--- src/rtl/afu_pkg.sv ---
// afu_pkg: shared types and constants of the activation function unit
// no dependencies; used by afu_exp, afu_div, afu_post, activation_function_unit and the testbench
`default_nettype none

package afu_pkg;

    typedef enum logic [2:0] {
        KIND_LINEAR  = 3'd0,
        KIND_SIGMOID = 3'd1,
        KIND_TANH    = 3'd2,
        KIND_RELU    = 3'd3,
        KIND_LEAKY   = 3'd4,
        KIND_ELU     = 3'd5
    } kind_t;

    // control that travels with every pipeline stage
    typedef struct packed {
        logic  valid;
        kind_t kind;
        logic  deriv;
        logic  neg;
    } ctl_t;

    localparam int ADDR_W  = 3;
    localparam int ALPHA_W = 15;

    localparam logic REG_KIND  = 1'b0;
    localparam logic REG_ALPHA = 1'b1;

    localparam logic [ALPHA_W-1:0] ALPHA_RESET = 15'd4096;

    localparam logic [30:0] LOG2E_Q30 = 31'd1549082005;
    localparam logic [31:0] Q30_ONE   = 32'h4000_0000;

    // horner coefficients of 2^g in Q30, one per polynomial stage
    localparam logic [31:0] EXP_COEF [0:6] = '{
        32'd165394, 32'd1431680, 32'd10327387, 32'd59597083,
        32'd257941248, 32'd744261118, 32'h4000_0000
    };

endpackage

`default_nettype wire

--- src/rtl/afu_div.sv ---
// afu_div: pipelined restoring divider, rounded 2^(F+30 or F+31) / (2^30 + e)
// depends on afu_pkg
`default_nettype none

module afu_div #(
    parameter int DATA_WIDTH = 16,
    parameter int FRAC_BITS  = 12
) (
    input  logic                         clk,
    input  logic                         rst_n,
    input  logic                         en,
    input  afu_pkg::ctl_t                ctl_in,
    input  logic signed [DATA_WIDTH-1:0] x_in,
    input  logic [30:0]                  e_in,
    output afu_pkg::ctl_t                ctl_out,
    output logic signed [DATA_WIDTH-1:0] x_out,
    output logic [30:0]                  e_out,
    output logic [FRAC_BITS+1:0]         q_out
);
    import afu_pkg::*;

    localparam int QW = FRAC_BITS + 2;
    localparam int NW = FRAC_BITS + 33;

    logic [31:0]   den_next;
    logic [NW-1:0] num_next;

    ctl_t                         c_reg   [QW+1];
    logic signed [DATA_WIDTH-1:0] x_reg   [QW+1];
    logic [30:0]                  e_reg   [QW+1];
    logic [31:0]                  den_reg [QW+1];
    logic [NW-1:0]                rem_reg [QW+1];
    logic [QW-1:0]                q_reg   [QW+1];

    // numerator carries half the divisor for round half up
    always_comb
    begin
        den_next = Q30_ONE + {1'b0, e_in};
        num_next = ((ctl_in.kind == KIND_TANH) ? (NW'(1) << (FRAC_BITS + 31))
                                                : (NW'(1) << (FRAC_BITS + 30)))
                   + NW'(den_next >> 1);
    end

    always_ff @(posedge clk or negedge rst_n)
    begin
        if (!rst_n)
        begin
            c_reg[0] <= '0;
        end
        else if (en)
        begin
            c_reg[0] <= ctl_in;
        end
    end

    always_ff @(posedge clk)
    begin
        if (en)
        begin
            x_reg[0]   <= x_in;
            e_reg[0]   <= e_in;
            den_reg[0] <= den_next;
            rem_reg[0] <= num_next;
            q_reg[0]   <= '0;
        end
    end

    // one quotient bit per stage, msb first
    for (genvar i = 1; i <= QW; i++)
    begin : g_bit
        logic [NW-1:0] trial;
        logic          take;

        always_comb
        begin
            trial = NW'(den_reg[i-1]) << (QW - i);
            take  = (rem_reg[i-1] >= trial);
        end

        always_ff @(posedge clk or negedge rst_n)
        begin
            if (!rst_n)
            begin
                c_reg[i] <= '0;
            end
            else if (en)
            begin
                c_reg[i] <= c_reg[i-1];
            end
        end

        always_ff @(posedge clk)
        begin
            if (en)
            begin
                x_reg[i]   <= x_reg[i-1];
                e_reg[i]   <= e_reg[i-1];
                den_reg[i] <= den_reg[i-1];
                rem_reg[i] <= take ? (rem_reg[i-1] - trial) : rem_reg[i-1];
                q_reg[i]   <= q_reg[i-1] | (take ? (QW'(1) << (QW - i)) : '0);
            end
        end
    end

    assign ctl_out = c_reg[QW];
    assign x_out   = x_reg[QW];
    assign e_out   = e_reg[QW];
    assign q_out   = q_reg[QW];

endmodule

`default_nettype wire

--- config.mk ---
export PLATFORM = sky130hd
export DESIGN_NAME = afu_div
export DESIGN_NICKNAME = d
export VERILOG_FILES = /design/src/rtl/afu_pkg.sv /design/src/rtl/afu_div.sv
export SDC_FILE = /design/constraint.sdc
export NUM_CORES = 2
export LEC_CHECK = 0
export ABC_CLOCK_PERIOD_IN_PS = 6100
export BUFFER_PORTS_ARGS = -buffer_cell sky130_fd_sc_hd__buf_2
export CORE_ASPECT_RATIO = 1.1
export CORE_MARGIN = 5
export CORE_UTILIZATION = 55
export CTS_CLUSTER_DIAMETER = 40
export DETAILED_ROUTE_END_ITERATION = 7
export PLACE_DENSITY = 0.71
export SETUP_SLACK_MARGIN = 0.05
export SYNTH_ARGS = -nofsm -noshare
export SYNTH_HDL_FRONTEND = slang
export SYNTH_SLANG_ARGS = --single-unit
export TNS_END_PERCENT = 1
--- constraint.sdc ---
create_clock -name clk -period 6.1 [get_ports clk]
set_input_delay 0.305 -clock clk [delete_from_list [all_inputs] [get_ports clk]]
set_output_delay 0.305 -clock clk [all_outputs]
set_load 0.01 [all_outputs]
==> metrics.md <==
| Metric | Value |
|---|---|
| Setup TNS | `0 ps` |
| Antenna violations before repair | `1` |
| Clock skew | `between 30 and 40 ps` |
| Grt ovf | `0` |
| Top cells by count, synth | `edfxtp_1, a21oi_1, inv_1` |
| Synthesis-to-layout area growth | `13.0%` |
| WL/cell | `between 15 and 20 µm` |
| Min-Delay Path Depth | `2` |
| Final WL | `~160000 µm` |
| Non-Filler Instances | `roughly 8400` |
| Relative slew margins | `0.247` |
| CTS buffer count | `between 150 and 200` |
| Initial Utilization | `0.552` |
| Top-area cell type share of the netlist area | `0.543` |
| Worst Hold Class | `primary input to flop` |
| Switching Share | `0.334` |
| Final ANT Viol Nets | `0` |
| Pin count of the biggest net entering global routing | `approximately 170` |
| Top cells by area, synth | `edfxtp_1, ha_1, a21oi_1` |
| Combinational Power Share | `0.344` |
| TritonCTS clock tree | `yes` |
| Ys Warns | `0` |
| DIE WIDTH | `~360 µm` |
| Gr usage total | `0.225` |
| Minimum clock period | `around 4700 ps` |
| Root Driver | `clkbuf_16` |
| Clock tree buffer depth | `3` |
| Clk pwr share | `0.282` |
| Htree depth | `4` |
| Crit Path Category | `flop to flop` |
| Final worst-path cycle share | `0.777` |
| Worst-Skew Late Latency | `about 800 ps` |
| Area leader, netlist | `edfxtp_1` |
| Max-Cap Viols | `0` |
| Die Y | `392 µm` |
| RSZ-0062 raised after global routing | `no` |
| Syn nets | `approximately 6700` |
| Fill cells | `around 10000` |
| Layout cells sized above 1 | `0.100` |
| First-pass GRT wire length | `between 200000 and 300000 µm` |
| CP arrival | `5270 ps` |
| Seq/Total Area, Yosys | `0.574` |
| Final HPWL DP | `approximately 120000 µm` |
| CTS clk-pin slew, worst paths | `around 60 ps` |
| Clock sink count | `between 1000 and 1500` |
| Max reg flops | `496` |
| EDFF count, synth | `1320` |
| Via count | `around 47000` |
| Critical path required time | `around 6600 ps` |
| Final Hold Fails | `0` |
| Worst setup SP type | `flop` |
| Final slew viol count | `0` |
| Drt first pass iters | `5` |
| Vias in the first global route | `slightly below 50000` |
| Placed Cells | `~8000` |
| Crit end category | `flop` |
| Mapped Area | `73000 µm²` |
| Mean post-synth cell area | `approximately 12 µm²` |
| Vias per cell | `roughly 5.7` |
| Status | `completed` |
| Internal power | `between 0.02 and 0.03 W` |
| Net count, final | `a little under 7000` |
| Highest clock rate | `211 MHz` |
| # DRC | `0` |
| Top-level I/O count | `between 100 and 150` |
| Setup violators final | `0` |
| Antenna fix cells | `0` |
| Core Box Area | `about 130000 µm²` |
| Slew @ Worst Pin | `~1100 ps` |
| Distinct cell type count after synthesis | `93` |
| Hold_ws | `about 84 ps` |
| Count leader, synth | `edfxtp_1` |
| Switching pwr | `about 0.013 W` |
| Placer Congestion | `just under 1` |
| Post-Syn Instances | `6241` |
| Port Buffers | `approximately 120` |
| Crit path max fanout | `50` |
| LEAKAGE | `32.9 nW` |
| Power Density | `approximately 470 nW/µm²` |
| Maximum VDD drop | `roughly 0.31 mV` |
| Sequential Power Share | `0.374` |
| Fraction of registers with async set/reset | `0.0638` |
| DRT iter0 DRCs | `around 2400` |
| Synth Flop Type | `edfxtp_1` |
| Area of the die | `140000 µm²` |
| FP Rows | `140` |
| FF+latch count, synth | `roughly 1400` |
| Path depth of the worst reg2reg path | `12` |
[cells in the final DEF (no fill, tap or decap), drive strengths merged, types with 161 or more instances in the layout]
master | Yosys | routed
edfxtp | 1320 | 1320
nor2 | 418 | 418
buf | 44 | 161
a21oi | 539 | 539
a21o | 229 | 229
xnor2 | 244 | 244
inv | 530 | 558
ha | 436 | 436
nand2 | 427 | 427
clkbuf | 152 | 211
xor2 | 184 | 184
o21ai | 386 | 386
[cells by family after synthesis]
group                      after synthesis  share of synthesized area
adders and majority gates              449                     0.0783
buffers and inverters                  726                     0.0387
xor gates and xnor gates               428                     0.0514
muxes                                  161                     0.0251
DFF                                   1410                      0.574
AOI/OAI and AO/OA                     1577                      0.134
and+or+nand+nor                       1490                     0.0984
[cell type report]
type,instances,area (µm²),share of cell area
Inverter,530,1990,0.0241
Clock buffer,211,4810,0.0584
Tap cell,1775,2220,0.0269
Sequential cell,1410,41900,0.508
Multi-Input combinational cell,4105,28300,0.344
Clock inverter,132,1560,0.0189
Timing Repair Buffer,215,1620,0.0197
[final timing paths]
path | startpoint | end | slack [ps]
worst min-delay path | en | c_reg[72] | 80
max in group asynchronous | rst_n | c_reg[57] | 5180
worst max register to register | rem_reg[0][346] | rem_reg[1][40] | 1360
worst min register to register | q_reg[12][5] | q_reg[13][5] | 410
min in group asynchronous | rst_n | c_reg[7] | 250
worst max-delay path | rem_reg[0][346] | rem_reg[1][40] | 1360
[layer usage]
layer / share of wire / track usage
met2: 0.54 / 0.436
met4: 0.080 / 0.163
met3: 0.031 / 0.0320
met5: 0 / 0
met1: 0.34 / 0.214
[critical path, stage by stage (launching register included)]
cell	delay, ps
edfxtp_1	400
ha_1	460
nand4_1	180
or3_1	440
nor4_1	190
inv_1	170
nor4b_1	980
nor3_1	240
o221ai_4	130
buf_4	490
nand2_1	230
nor4_1	450
xor2_1	130
[power groups by stage]
stage          clock, W  combinational [W]  sequential (W)
6_report         0.0109             0.0133          0.0145
5_1_grt          0.0116             0.0148          0.0147
4_1_cts          0.0112             0.0133          0.0145
3_5_place_dp          0             0.0132          0.0147
3_3_place_gp          0             0.0130          0.0147
2_1_floorplan         0             0.0102          0.0142
[stage by stage]
| step | power (W) | instance area (µm²) | utilization | setup WS [ps] |
|---|---|---|---|---|
| finish | 0.0388 | 82400 | 0.624 | 1360 |
| global route | 0.0412 | 82400 | 0.624 | 1080 |
| CTS | 0.0390 | 82400 | 0.624 | 1440 |
| detailed placement | 0.0279 | 75500 | 0.572 | 1450 |
| global placement | 0.0277 | 75500 | 0.572 | 1510 |
| floorplan | 0.0244 | 73000 | - | 2530 |
[what timing repair did]
item                      CTS  global route
hold buffers               54             0
hold endpoints to repair  146             0
buffers inserted            0             0
gates resized for setup     0             0
No activity file was read; power rests on OpenSTA's default activity.
