### src/rtl/afu_pkg.sv
// afu_pkg: shared types and constants of the activation function unit
// no dependencies; used by afu_exp, afu_div, afu_post, activation_function_unit and the testbench
`default_nettype none

package afu_pkg;

    typedef enum logic [2:0] {
        KIND_LINEAR  = 3'd0,
        KIND_SIGMOID = 3'd1,
        KIND_TANH    = 3'd2,
        KIND_RELU    = 3'd3,
        KIND_LEAKY   = 3'd4,
        KIND_ELU     = 3'd5
    } kind_t;

    // control that travels with every pipeline stage
    typedef struct packed {
        logic  valid;
        kind_t kind;
        logic  deriv;
        logic  neg;
    } ctl_t;

    localparam int ADDR_W  = 3;
    localparam int ALPHA_W = 15;

    localparam logic REG_KIND  = 1'b0;
    localparam logic REG_ALPHA = 1'b1;

    localparam logic [ALPHA_W-1:0] ALPHA_RESET = 15'd4096;

    localparam logic [30:0] LOG2E_Q30 = 31'd1549082005;
    localparam logic [31:0] Q30_ONE   = 32'h4000_0000;

    // horner coefficients of 2^g in Q30, one per polynomial stage
    localparam logic [31:0] EXP_COEF [0:6] = '{
        32'd165394, 32'd1431680, 32'd10327387, 32'd59597083,
        32'd257941248, 32'd744261118, 32'h4000_0000
    };

endpackage

`default_nettype wire

### src/rtl/afu_post.sv
// afu_post: derivative products, per-kind selection and saturation, result register
// depends on afu_pkg
`default_nettype none

module afu_post #(
    parameter int DATA_WIDTH = 16,
    parameter int FRAC_BITS  = 12
) (
    input  logic                         clk,
    input  logic                         rst_n,
    input  logic                         en,
    input  afu_pkg::ctl_t                ctl_in,
    input  logic signed [DATA_WIDTH-1:0] x_in,
    input  logic [30:0]                  e_in,
    input  logic [FRAC_BITS+1:0]         q_in,
    input  logic [afu_pkg::ALPHA_W-1:0]  alpha,
    output logic                         valid,
    output logic signed [DATA_WIDTH-1:0] result,
    output logic                         saturated
);
    import afu_pkg::*;

    localparam int VW   = FRAC_BITS + 3;
    localparam int PRW  = 2 * VW;
    localparam int RW0  = (DATA_WIDTH > FRAC_BITS + 8) ? DATA_WIDTH : FRAC_BITS + 8;
    localparam int RW   = ((RW0 > 18) ? RW0 : 18) + 1;
    localparam int K10  = DATA_WIDTH + 5;
    localparam int MW10 = DATA_WIDTH + 2;
    localparam logic [63:0] DIV10_M = ((64'd1 << K10) + 64'd9) / 64'd10;
    localparam int ONE_I = 1 << FRAC_BITS;
    localparam logic [RW-1:0] LEAKY_D = RW'((ONE_I + 5) / 10);
    localparam logic signed [VW-1:0] ONE_V = VW'(ONE_I);
    localparam logic signed [RW-1:0] ONE_R = RW'(ONE_I);
    localparam logic signed [RW-1:0] HI = RW'((64'd1 << (DATA_WIDTH - 1)) - 64'd1);
    localparam logic signed [RW-1:0] LO = -HI - RW'(1);

    // stage a
    logic signed [VW-1:0] qv;
    logic signed [VW-1:0] sv;
    logic signed [VW-1:0] tv;
    logic [30:0]          ev;
    logic [DATA_WIDTH:0]  mag;
    logic [DATA_WIDTH:0]  v5;
    logic [2*DATA_WIDTH+2:0] lprod;

    ctl_t                         a_ctl_reg;
    logic signed [DATA_WIDTH-1:0] a_x_reg;
    logic signed [VW-1:0]         a_val_reg;
    logic [45:0]                  a_elu_reg;
    logic [DATA_WIDTH-1:0]        a_lq_reg;

    // stage b
    logic signed [VW-1:0]         other;
    ctl_t                         b_ctl_reg;
    logic signed [DATA_WIDTH-1:0] b_x_reg;
    logic signed [VW-1:0]         b_val_reg;
    logic signed [PRW-1:0]        b_prod_reg;
    logic [15:0]                  b_elu_reg;
    logic [DATA_WIDTH-1:0]        b_lq_reg;

    // stage c
    logic signed [PRW-1:0] rf_full;
    logic signed [RW-1:0]  rf;
    logic signed [RW-1:0]  xr;
    logic signed [RW-1:0]  r;
    logic                  pos;
    logic                  valid_reg;
    logic signed [DATA_WIDTH-1:0] result_reg;
    logic                  sat_reg;

    always_comb
    begin
        qv    = $signed(VW'(q_in));
        sv    = ctl_in.neg ? (ONE_V - qv) : qv;
        tv    = ctl_in.neg ? (ONE_V - qv) : (qv - ONE_V);
        ev    = ctl_in.deriv ? e_in : (Q30_ONE[30:0] - e_in);
        mag   = x_in[DATA_WIDTH-1] ? (~{1'b1, x_in} + (DATA_WIDTH+1)'(1))
                                   : {1'b0, x_in};
        v5    = mag + (DATA_WIDTH+1)'(5);
        lprod = (2*DATA_WIDTH+3)'(v5) * (2*DATA_WIDTH+3)'(DIV10_M[MW10-1:0]);
    end

    always_ff @(posedge clk or negedge rst_n)
    begin
        if (!rst_n)
        begin
            a_ctl_reg <= '0;
            b_ctl_reg <= '0;
            valid_reg <= 1'b0;
        end
        else if (en)
        begin
            a_ctl_reg <= ctl_in;
            b_ctl_reg <= a_ctl_reg;
            valid_reg <= b_ctl_reg.valid;
        end
    end

    always_ff @(posedge clk)
    begin
        if (en)
        begin
            a_x_reg   <= x_in;
            a_val_reg <= (ctl_in.kind == KIND_TANH) ? tv : sv;
            a_elu_reg <= 46'(alpha) * 46'(ev);
            a_lq_reg  <= DATA_WIDTH'(lprod >> K10);
        end
    end

    assign other = (a_ctl_reg.kind == KIND_TANH) ? a_val_reg : (ONE_V - a_val_reg);

    always_ff @(posedge clk)
    begin
        if (en)
        begin
            b_x_reg    <= a_x_reg;
            b_val_reg  <= a_val_reg;
            b_prod_reg <= PRW'(a_val_reg) * PRW'(other);
            b_elu_reg  <= 16'((a_elu_reg + 46'(Q30_ONE >> 1)) >> 30);
            b_lq_reg   <= a_lq_reg;
        end
    end

    always_comb
    begin
        rf_full = (b_prod_reg + (PRW'(1) << (FRAC_BITS - 1))) >>> FRAC_BITS;
        rf      = RW'(rf_full);
        xr      = RW'(b_x_reg);
        pos     = !b_ctl_reg.neg && (b_x_reg != '0);
        unique case (b_ctl_reg.kind)
            KIND_LINEAR:  r = b_ctl_reg.deriv ? ONE_R : xr;
            KIND_SIGMOID: r = b_ctl_reg.deriv ? rf : RW'(b_val_reg);
            KIND_TANH:    r = b_ctl_reg.deriv ? (ONE_R - rf) : RW'(b_val_reg);
            KIND_RELU:    r = !pos ? '0 : (b_ctl_reg.deriv ? ONE_R : xr);
            KIND_LEAKY:
            begin
                if (pos)
                    r = b_ctl_reg.deriv ? ONE_R : xr;
                else
                    r = b_ctl_reg.deriv ? $signed(LEAKY_D) : -$signed(RW'(b_lq_reg));
            end
            KIND_ELU:
            begin
                if (pos)
                    r = b_ctl_reg.deriv ? ONE_R : xr;
                else
                    r = b_ctl_reg.deriv ? $signed(RW'(b_elu_reg))
                                        : -$signed(RW'(b_elu_reg));
            end
            default:      r = '0;
        endcase
    end

    always_ff @(posedge clk)
    begin
        if (en)
        begin
            if (r > HI)
            begin
                result_reg <= HI[DATA_WIDTH-1:0];
                sat_reg    <= 1'b1;
            end
            else if (r < LO)
            begin
                result_reg <= LO[DATA_WIDTH-1:0];
                sat_reg    <= 1'b1;
            end
            else
            begin
                result_reg <= r[DATA_WIDTH-1:0];
                sat_reg    <= 1'b0;
            end
        end
    end

    assign valid     = valid_reg;
    assign result    = result_reg;
    assign saturated = sat_reg;

endmodule

`default_nettype wire

### config.mk
export PLATFORM = sky130hd
export DESIGN_NAME = afu_post
export DESIGN_NICKNAME = d
export VERILOG_FILES = /design/src/rtl/afu_pkg.sv /design/src/rtl/afu_post.sv
export SDC_FILE = /design/constraint.sdc
export NUM_CORES = 2
export LEC_CHECK = 0
export ABC_AREA = 0
export BUFFER_PORTS_ARGS = -buffer_cell sky130_fd_sc_hd__buf_2
export CORE_MARGIN = 5
export CORE_UTILIZATION = 35
export CTS_CLUSTER_SIZE = 28
export DETAILED_ROUTE_END_ITERATION = 7
export HOLD_SLACK_MARGIN = 0.08
export SYNTH_ARGS = -nofsm -noshare
export SYNTH_HDL_FRONTEND = slang
export SYNTH_SLANG_ARGS = --single-unit
### constraint.sdc
create_clock -name clk -period 6.9 [get_ports clk]
set_clock_uncertainty 0.15 [all_clocks]
set_input_delay 0.345 -clock clk [delete_from_list [all_inputs] [get_ports clk]]
set_output_delay 0.345 -clock clk [all_outputs]
set_load 0.01 [all_outputs]
==> results.txt <==
The synthesized netlist occupies a cell area of 0.0368 sq mm. The final-report setup violation count was 42. For this run, the detailed router's first-pass iteration total came to 5. The mean post-synth cell area was 9.45 sq um; the largest driver fanout on the critical path was 3. Clock tree root driver cell: clkbuf_16. The share of final-layout standard cells stronger than drive strength 1 works out to 0.219. Relative to the synthesized area, the layout overhead comes to 22.4%. On the final layout, the worst hold slack is 99.3 ps. The width of the die came out at 334 microns. The clock tree synthesis step divided the H-tree into 4 levels.

Clock-pin slew was measured on the worst setup and hold paths at 90 ps. Yosys printed 0 warnings. The sort of element at the start of the critical path is an input pin. Setup repair after global routing could not meet its margin everywhere. Synthesis instantiated 83 different standard cells from the library. After the last flow step, the layout net total stands at 5525. The initial antenna violation count was 2; the longest individual stage delay on the worst path was 540 ps. The logs give 0.430 for the fraction of the core area covered by cells at the end of the flow and 128 MHz for the peak clock frequency supported by timing. After synthesis, the cell types taking the most area are fa_1 (37%), edfxtp_1 (13%), ha_1 (11%), inv_1 (8.6%), and2_1 (5.4%). The flow ran to the end, but the final reports show violations. The synthesized design spends more area on one cell type than any other, namely fa_1. The total grt overflow was 0; the clock period minus final worst setup slack was 7820 ps. The post-synthesis cell count came out at 3899. The critical path is of the in2reg type. The number of enable-type register cells in the synthesized netlist was 159; the full die area was 0.112 sq mm. The part of the Yosys area used for sequential elements was 0.138; the I/O pin count was 103.

CTS buffer count: 17. The area share of the leading cell type in the synthesized netlist is 0.371. The element type at the critical path end was a flip-flop.

The tools report the arrival time at the worst endpoint as 7870 ps. The min-delay analysis places its worst path in the category in2reg. The clock drives 172 sinks. Port buffering added 102 buffers.

The logs give 0 for the max capacitance violation total and 119 for the row count. The effective utilization at floorplan was 0.351. The logs give 93300 microns for the detailed-route wire length and 0.362 for the relative max-transition margin.

The via count of the first global-routing pass is 29708. The layout has 10065 filler cells. The register with the most flip-flops in the layout has 19 of them.

The checks that failed: negative setup slack. The sum of negative setup slack was -18510 ps. Synthesis inferred 172 register bits. Family with the most delay on the worst path: adder cells. Number of hold violations in the final report: 0. The count of final max-slew check failures was 0. Registers take 0.00510 sq mm. The logs give 460 ps for the clock insertion delay at the later pin of the skew report and 93 for the pin count of the biggest net entering global routing.

The final non-filler cell total was 5829. The main flop type after synthesis was edfxtp_1. After detailed routing, the number of vias per cell comes to 4.72.

The share of synthesized flip-flops with an asynchronous set or reset is 0.0756. At the worst endpoint, the required time is 6950 ps. No sink is reached through more buffers than the 2 on the longest clock path. The floorplan step set the die height to 334 microns. Global router's overall resource usage: 0.170. For the instance count after placement with tap cells included, the log shows 5697. For this block, the initial DRC count from the detailed router was 1575. After detailed routing, the number of remaining DRC violations is 0. The cell type of the slowest stage on the worst timing path is fa_1. Routability-driven placement finished with a final weighted congestion of 0.920. The global-route wire length before repair was 156000 microns. Together, buffers and inverters on the worst path number 4. Once detail routing completed, the nets flagged for antenna violations numbered 0. The final critical-path setup slack was -916 ps; the half-perimeter wire length of the detailed placement result was 77800 microns. TritonCTS built the clock tree. At the pin with the least slew margin, the transition time is 958 ps. Final period utilization: 1.13. For this block, the via count after detailed routing is 27508. The region available for standard cell placement spans 0.105 sq mm. Summing all multi-input logic gate instances after layout gives 0.0295 sq mm. After detailed routing, the average wire length per cell comes to 16.0 microns.
[worst register-to-register path: cells and delay by family (launching register included)]
| family | cells | cell delay, ps |
|---|---|---|
| adders and majority gates | 7 | 3220 |
| and+or+nand+nor | 10 | 1750 |
| AOI/OAI and AO/OA | 5 | 1070 |
| xor gates and xnor gates | 2 | 300 |
| buffers and inverters | 3 | 150 |
| DFF | 1 | 410 |
[layout make-up]
cell class,instances,area share
antenna,2,0.000111
clock buffer,17,0.00943
clock inverter,15,0.00388
inverter,842,0.0703
multi-input combinational,2731,0.653
sequential,172,0.113
tap,1391,0.0386
timing repair buffer,659,0.112
[synth_stat cells, types with 11 or more instances]
cell      number
o21ai_0       69
o22ai_1       13
clkbuf_1     147
nor3_1        48
a21o_1        20
mux2_2        18
a31oi_1       19
xor2_1        89
nor2b_1       37
inv_1        842
and2_1       321
nor4_1        18
a211oi_1      12
and3_1        17
nand2b_1      21
or3_1         15
edfxtp_1     159
dfrtp_1       13
nor2_1       131
or2_2         11
nand4_1       21
nand3_1       33
a21oi_1      107
o31ai_1       19
ha_1         335
nand2_1      408
fa_1         682
xnor2_1      121
[worst paths after layout]
| path | endpoint | depth (start not counted) | slack (ps) | start |
|---|---|---|---|---|
| setup / recovery | a_lq_reg[5] | 30 | -920 | x_in[2] |
| min in group asynchronous | a_ctl_reg[0] | 2 | 220 | rst_n |
| max in group asynchronous | b_ctl_reg[1] | 2 | 6070 | rst_n |
| hold reg to reg | b_lq_reg[10] | 0 | 270 | a_lq_reg[10] |
| hold / removal | a_val_reg[7] | 2 | 100 | q_in[7] |
| setup reg to reg | b_prod_reg[28] | 27 | -390 | a_val_reg[5] |
[through the flow]
step           setup slack [ps]  area [sq um]
2_1_floorplan             -1060         37200
3_3_place_gp              -1490         42300
3_5_place_dp              -1540         42300
4_1_cts                    -917         44300
5_1_grt                   -1080         45100
6_report                   -916         45100
[logic make-up (layout without fill, tap and decap cells)]
family	Yosys count	in the layout	synth area share
and+or+nand+nor	1119	1119	0.153
xor gates and xnor gates	210	210	0.0499
buffers and inverters	1003	1533	0.103
muxes	26	27	0.00771
adders and majority gates	1017	1017	0.484
other	2	10	0.000204
DFF	172	172	0.138
AOI/OAI and AO/OA	350	350	0.0629
[cell usage in the layout (no fill, tap or decap), drive strengths merged, types with 25 or more instances in the layout]
master | synthesis | routed
o21ai | 79 | 79
nor2 | 131 | 131
and2 | 321 | 321
nor3 | 48 | 48
xor2 | 89 | 89
dlygate4sd3 | 0 | 25
inv | 842 | 847
xnor2 | 121 | 121
nand3 | 33 | 33
ha | 335 | 335
nand2 | 408 | 408
edfxtp | 159 | 159
nor2b | 37 | 37
fa | 682 | 682
buf | 14 | 634
a21oi | 107 | 107
[routing by layer]
| metal | global-route usage | share of wire |
|---|---|---|
| met3 | 0.0173 | 0.039 |
| met2 | 0.294 | 0.49 |
| met4 | 0.0343 | 0.020 |
| met1 | 0.233 | 0.45 |
| met5 | 0 | 0.00014 |
[repair_timing]
action                                  4_1_cts  5_1_grt
buffers inserted                             56       28
resized for setup                           151      146
cloned                                        1        1
hold buffers                                 25        0
pin swaps                                   172      168
endpoints found under the hold margin        37        0
endpoints found under the setup margin       44       47
Power is not shown: default switching activity piles up to over one toggle a cycle in this logic, so the estimate is an artifact.
